## config.mk

```make
export PLATFORM = sky130hd
export DESIGN_NAME = sorted_priority_queue_unit
export DESIGN_NICKNAME = d
export VERILOG_FILES = /design/src/rtl/core/spq_pkg.sv /design/src/rtl/core/spq_cell.sv /design/src/rtl/core/sorted_priority_queue_unit.sv
export VERILOG_INCLUDE_DIRS = /design/src /design/src/rtl/core
export SDC_FILE = /design/constraint.sdc
export NUM_CORES = 2
export LEC_CHECK = 0
export BUFFER_PORTS_ARGS = -buffer_cell sky130_fd_sc_hd__buf_2
export CORE_MARGIN = 3
export CORE_UTILIZATION = 55
export CTS_BUF_LIST = sky130_fd_sc_hd__clkbuf_16
export CTS_CLUSTER_SIZE = 10
export DETAILED_ROUTE_END_ITERATION = 16
export GPL_TIMING_DRIVEN = 1
export PLACE_DENSITY = 0.74
export SLEW_MARGIN = 25
export SYNTH_ARGS = -nofsm -noshare
export SYNTH_HDL_FRONTEND = slang
export SYNTH_SLANG_ARGS = --single-unit
```

## constraint.sdc

```tcl
create_clock -name clk -period 5 [get_ports clk]
set_clock_uncertainty 0.1 [all_clocks]
set_input_delay 0 -clock clk [delete_from_list [all_inputs] [get_ports clk]]
set_output_delay 0 -clock clk [all_outputs]
set_load 0.01 [all_outputs]
```

## src/rtl/core/assert_macros.svh

```systemverilog
// assertion macros shared by the rtl files that check themselves
// no dependencies; expects a clock named clk and a reset named rst in scope
`ifndef ASSERT_MACROS_SVH
`define ASSERT_MACROS_SVH

// property checked on every rising edge outside reset
`define ASSERT_CLK(label, prop, msg) \
  label: assert property (@(posedge clk) disable iff (rst) (prop)) else $error(msg);

// property checked on every rising edge, reset included
`define ASSERT_ALWAYS(label, prop, msg) \
  label: assert property (@(posedge clk) (prop)) else $error(msg);

`endif

```

## src/rtl/core/spq_pkg.sv

```systemverilog
// types, sizes and codes of the sorted priority queue
// no dependencies; used by spq_cell and sorted_priority_queue_unit
package spq_pkg;

  localparam int QUEUE_DEPTH = 32;
  localparam int WEIGHT_BITS = 16;
  localparam int HANDLE_BITS = 8;
  localparam int COUNT_BITS  = $clog2(QUEUE_DEPTH + 1);
  localparam int STATUS_BITS = 2;

  // operation codes
  localparam logic OP_INSERT  = 1'b0;
  localparam logic OP_EXTRACT = 1'b1;

  // status codes
  localparam logic [STATUS_BITS-1:0] ST_OK    = 2'd0;
  localparam logic [STATUS_BITS-1:0] ST_FULL  = 2'd1;
  localparam logic [STATUS_BITS-1:0] ST_EMPTY = 2'd2;

  typedef struct packed {
    logic                   operation;
    logic [WEIGHT_BITS-1:0] key_weight;
    logic [HANDLE_BITS-1:0] entry_handle;
  } spq_req_t;

  typedef struct packed {
    logic [STATUS_BITS-1:0] status;
    logic [WEIGHT_BITS-1:0] out_weight;
    logic [HANDLE_BITS-1:0] out_handle;
    logic [COUNT_BITS-1:0]  occupancy;
  } spq_rsp_t;

  // one stored entry
  typedef struct packed {
    logic [WEIGHT_BITS-1:0] weight;
    logic [HANDLE_BITS-1:0] handle;
  } spq_entry_t;

  // command broadcast to every cell
  typedef struct packed {
    logic       insert;
    logic       extract;
    spq_entry_t entry;
  } spq_cmd_t;

endpackage

```

## src/rtl/core/spq_cell.sv

```systemverilog
// one cell of the sorted shift chain: holds a single entry
// depends on spq_pkg
module spq_cell (
  input  logic               clk,
  input  spq_pkg::spq_cmd_t   cmd,
  input  logic               occupied,
  input  logic               left_stay,
  input  spq_pkg::spq_entry_t left_entry,
  input  spq_pkg::spq_entry_t right_entry,
  output logic               stay,
  output spq_pkg::spq_entry_t entry
);
  import spq_pkg::*;

  // entry keeps its place on insert if it is held and not heavier than the new one
  assign stay = occupied && (entry.weight <= cmd.entry.weight);

  // insert: the first moving cell takes the new entry, later ones shift up
  // extract: every cell takes its right neighbour, the last cell keeps its own entry
  always_ff @(posedge clk) begin
    if (cmd.insert) begin
      if (!stay) begin
        entry <= left_stay ? cmd.entry : left_entry;
      end
    end else if (cmd.extract) begin
      entry <= right_entry;
    end
  end

endmodule

```

## src/rtl/core/sorted_priority_queue_unit.sv

```systemverilog
// Bounded priority queue of 32 entries kept in ascending weight order in a chain
// of cells that all compare against an inserted weight in the same cycle. One
// request (insert or extract-minimum) is accepted per clock; its response is
// registered and appears the cycle after acceptance. Requests keep flowing
// while the response register is free or being drained, so the sustained rate
// is one request per cycle, set only by the response side stalling.
// Equal weights leave first in, first out. A full insert is dropped with
// status full, an empty extract returns status empty.
module sorted_priority_queue_unit (
  input  logic             clk,
  input  logic             rst,
  input  logic             req_valid,
  output logic             req_stall,
  input  spq_pkg::spq_req_t req,
  output logic             rsp_valid,
  input  logic             rsp_stall,
  output spq_pkg::spq_rsp_t rsp
);
  import spq_pkg::*;

  localparam logic [COUNT_BITS-1:0] DEPTH_COUNT = COUNT_BITS'(QUEUE_DEPTH);

  logic [COUNT_BITS-1:0] count;
  logic [COUNT_BITS-1:0] count_next;
  logic                  accept;
  logic                  full;
  logic                  empty;
  spq_cmd_t              cmd;
  spq_rsp_t              rsp_next;

  spq_entry_t            cell_entry [QUEUE_DEPTH];
  logic [QUEUE_DEPTH-1:0] cell_stay;

  // handshake: take a request whenever the response register can move
  assign req_stall = rsp_valid && rsp_stall;
  assign accept    = req_valid && !req_stall;
  assign full      = (count == DEPTH_COUNT);
  assign empty     = (count == '0);

  // command to the chain
  assign cmd.insert       = accept && (req.operation == OP_INSERT) && !full;
  assign cmd.extract      = accept && (req.operation == OP_EXTRACT) && !empty;
  assign cmd.entry.weight = req.key_weight;
  assign cmd.entry.handle = req.entry_handle;

  // chain of cells
  for (genvar i = 0; i < QUEUE_DEPTH; i++) begin : g_cell
    localparam logic [COUNT_BITS-1:0] INDEX = COUNT_BITS'(i);
    logic       occupied;
    logic       left_stay;
    spq_entry_t left_entry;
    spq_entry_t right_entry;

    assign occupied = (count > INDEX);

    if (i == 0) begin : g_head
      assign left_stay  = 1'b1;
      assign left_entry = cmd.entry;
    end else begin : g_body
      assign left_stay  = cell_stay[i-1];
      assign left_entry = cell_entry[i-1];
    end

    if (i == QUEUE_DEPTH - 1) begin : g_tail
      assign right_entry = cell_entry[i];
    end else begin : g_mid
      assign right_entry = cell_entry[i+1];
    end

    spq_cell u_cell (
      .clk        (clk),
      .cmd        (cmd),
      .occupied   (occupied),
      .left_stay  (left_stay),
      .left_entry (left_entry),
      .right_entry(right_entry),
      .stay       (cell_stay[i]),
      .entry      (cell_entry[i])
    );
  end

  // occupancy update
  always_comb begin
    count_next = count;
    if (cmd.insert) begin
      count_next = count + COUNT_BITS'(1);
    end else if (cmd.extract) begin
      count_next = count - COUNT_BITS'(1);
    end
  end

  // response contents
  always_comb begin
    rsp_next.status     = ST_OK;
    rsp_next.out_weight = '0;
    rsp_next.out_handle = '0;
    rsp_next.occupancy  = count_next;
    if (req.operation == OP_INSERT) begin
      if (full) begin
        rsp_next.status = ST_FULL;
      end
    end else begin
      if (empty) begin
        rsp_next.status = ST_EMPTY;
      end else begin
        rsp_next.out_weight = cell_entry[0].weight;
        rsp_next.out_handle = cell_entry[0].handle;
      end
    end
  end

  // control registers
  always_ff @(posedge clk) begin
    if (rst) begin
      count     <= '0;
      rsp_valid <= 1'b0;
    end else begin
      count <= count_next;
      if (accept) begin
        rsp_valid <= 1'b1;
      end else if (!rsp_stall) begin
        rsp_valid <= 1'b0;
      end
    end
  end

  // response payload
  always_ff @(posedge clk) begin
    if (accept) begin
      rsp <= rsp_next;
    end
  end

`include "assert_macros.svh"

  `ASSERT_CLK(a_count_bound, count <= DEPTH_COUNT, "entry count beyond queue depth")
  `ASSERT_CLK(a_occ_tracks, accept |=> (rsp.occupancy == count), "occupancy differs from count")
  `ASSERT_CLK(a_empty_extract, (accept && (req.operation == OP_EXTRACT) && empty) |=> ((rsp.status == ST_EMPTY) && (count == '0)), "empty extract not flagged")
  `ASSERT_CLK(a_extract_dec, cmd.extract |=> (count == $past(count) - COUNT_BITS'(1)), "extract did not shrink queue")

endmodule
```

==> flow_summary.json <==
{
  "status": "finished clean",
  "timing.final.crit_period_ns": 4.03,
  "cp_max_fo": 21,
  "synth_flop_cell": "edfxtp_1",
  "finish.utilization_pct": 60.6,
  "crit_family": "buffers and inverters",
  "drtPass1Iterations": 8,
  "period_share_pct": 80.5,
  "dpl_worst_slack_ns": 1.07,
  "cts_root_buffer": "clkbuf_16",
  "p_leak_nw": 23.6,
  "path_depth": 13,
  "area_growth_pct": 8.47,
  "wirelength_um": 176000,
  "gp_congestion": 0.925,
  "drcViolationCount": 0,
  "antenna_found_initial": 10,
  "drive_gt1_share_pct": 11.2,
  "path_clk_slew_ns": 0.06,
  "start_util_pct": 55.9,
  "hold_violations": 0,
  "grt_overflow_total": 0,
  "slowest_delay_ns": 0.67,
  "critPathArrivalTime_ns": 4.29,
  "yosys_warnings": 0,
  "syn_nets": 5737,
  "setup_tns_ns": 0,
  "grt_pass1_vias": 43200,
  "ys_ff_latch": 807,
  "slew_viol_final": 0,
  "cp-start-kind": "input pin",
  "synth_edf_count": 800,
  "syn-mean-instance-area_sq_um": 10.3,
  "die_width_um": 318,
  "htreeDepth": 3,
  "slowest_stage": "nor4_1",
  "crit_chain": "dlygate4sd3_1, buf_2, inv_2, buf_4, ha_1, nand4_1, nor4_1, a21boi_0, a2111o_1, a21oi_2, buf_4, o21ai_2, buf_4",
  "async_reset_ff_share_pct": 0,
  "grt_use_total_pct": 33.6,
  "core_sq_um": 95900,
  "portBuffers": 62,
  "critPathBufInv": 6,
  "path_class": "input pin to flip-flop",
  "reg2reg_depth": 8,
  "crit_top_cell": "buf_4",
  "synth_cell_types": 86,
  "viasPerCell": 6.98,
  "ant_nets": 0,
  "hold_path_class": "input pin to flip-flop",
  "clock-sinks": 807,
  "critPathRequiredTime_ns": 5.26,
  "io_pins": 63,
  "setup_viol": 0,
  "rsz0062_at_grt": "no",
  "hold_depth": 4,
  "slew_headroom_pct": 23.7,
  "hpwl_um": 123000,
  "wl_per_cell_um": 27.3,
  "finish.net_count": 5682,
  "grt_max_degree": 137,
  "grt_first_pass_wirelength_um": 265000,
  "peakVddDrop_uv": 297,
  "netlist_area_sq_um": 53600,
  "drtIter0Drc": 6900,
  "fmax_ghz": 0.248,
  "clk_latency_ns": 0.69,
  "layout_setup_ws_ns": 0.974,
  "power_density_nw_per_um2": 480,
  "cts_tree": "done",
  "row_count": 113,
  "die-area_sq_um": 101000,
  "yosysSeqAreaShare_pct": 45.1,
  "tightest_slew_ns": 1.13,
  "fillerInstances": 7815,
  "post_cts_buffers": 0,
  "crit_path_end_kind": "flip-flop",
  "drv_cap": 0,
  "syn_inst": 5192,
  "numCtsBuffers": 96,
  "vias": 45000,
  "rrSetupSlack_ns": 1.25,
  "whs_ns": 0.0534,
  "cts_buffer_depth": 3,
  "die_h_um": 318
}
## registers in the layout (all words and copies together) (netlist names)
signal / cells
count: 6
rsp: 32
g_cell.u_cell.entry: 768
rsp_valid: 1
## per-stage QoR
| stage | instance area (sq um) | instances | total power [W] |
|---|---|---|---|
| after floorplan | 53600 | 5192 | 0.0179 |
| after global placement | 55200 | 6281 | 0.0209 |
| after detailed placement | 55200 | 6282 | 0.0213 |
| after CTS | 58100 | 6453 | 0.0276 |
| after global routing | 58100 | 6453 | 0.0291 |
| final | 58100 | 6456 | 0.0279 |
## timing repair
item / CTS / global route
hold buffers: 22 / 0
hold endpoints to repair: 89 / 0
gates resized for setup: 0 / 0
## worst register-to-register path, cell delays in order, from the launching register on
cell	delay, ns
dfxtp_1	0.49
inv_1	0.16
ha_1	0.29
nor2b_1	0.19
a311o_2	0.74
buf_12	0.34
buf_4	0.33
o221ai_2	0.58
buf_12	0.25
## cell usage after synthesis, drive strengths merged (44+ instances only)
master | number | area share, %
ha | 516 | 12
a221oi | 75 | 1.2
nand2b | 111 | 1.3
o221ai | 54 | 0.89
clkbuf | 269 | 2.0
nand2 | 259 | 1.8
nand3 | 44 | 0.41
edfxtp | 800 | 45
o21ai | 220 | 2.1
a21oi | 634 | 5.9
o221a | 142 | 3.0
mux2i | 361 | 6.7
a211oi | 85 | 1.2
buf | 147 | 1.6
nand4 | 103 | 1.2
a31oi | 95 | 1.4
nor3 | 111 | 1.0
inv | 95 | 0.67
nor2 | 677 | 4.7
## where the power goes
part           total [W]  leakage, nW  switching [W]  internal (W)
Sequential        0.0119         7.56        0.00179        0.0101
Combinational    0.00970         14.6        0.00600       0.00370
Clock            0.00629         1.42        0.00284       0.00345
Total             0.0279         23.6         0.0106        0.0172
## path summary, 6_finish.rpt
| check | from | end |
|---|---|---|
| worst min register to register | g_cell[0].u_cell.entry[5] | rsp[11] |
| worst max register to register | count[0] | g_cell[22].u_cell.entry[1] |
| worst max-delay path | req[23] | g_cell[1].u_cell.entry[18] |
| worst min-delay path | req[9] | g_cell[0].u_cell.entry[9] |
## routing by layer
layer	global-route usage, %	share of wire, %	wire length [um]	up-vias
met4	12.5	4.1	7260	2
met3	9.49	13	22600	527
met5	0	0.0085	15	-
met2	51.3	44	78000	2916
li1	-	-	-	19800
met1	45.8	39	68400	21800
## cells by family after synthesis
| logic type | synth area share [%] |
|---|---|
| DFF | 45.1 |
| and+or+nand+nor | 12.7 |
| xor gates and xnor gates | 0.0817 |
| buffers and inverters | 4.18 |
| AOI/OAI and AO/OA | 18.6 |
| adders and majority gates | 12.0 |
| muxes | 7.23 |
## layout make-up
type / instances / area (sq um) / area share, %
Multi-Input combinational cell: 3874 / 27400 / 47.1
Sequential cell: 807 / 24200 / 41.6
Clock buffer: 97 / 2430 / 4.18
Timing Repair Buffer: 263 / 1980 / 3.41
Tap cell: 1265 / 1580 / 2.72
Inverter: 95 / 357 / 0.614
Clock inverter: 52 / 224 / 0.385
Antenna cell: 3 / 7.51 / 0.0129
## cells in the final DEF (no fill, tap or decap), types with 27 or more instances in the layout
cell type	n
o221a_2	139
nand4_1	103
nor2_1	675
nand3_1	44
nor3_1	108
a31oi_1	79
mux2i_1	361
clkbuf_16	97
buf_4	171
a21oi_1	631
nand2b_1	111
o221ai_1	50
a221oi_1	75
o21ai_0	209
buf_2	61
or3_1	27
nor2b_1	34
nand2_1	259
ha_1	516
inv_1	110
a211oi_1	85
edfxtp_1	800
nor3b_1	37
Note: power is estimated with default switching activity, not from simulation.
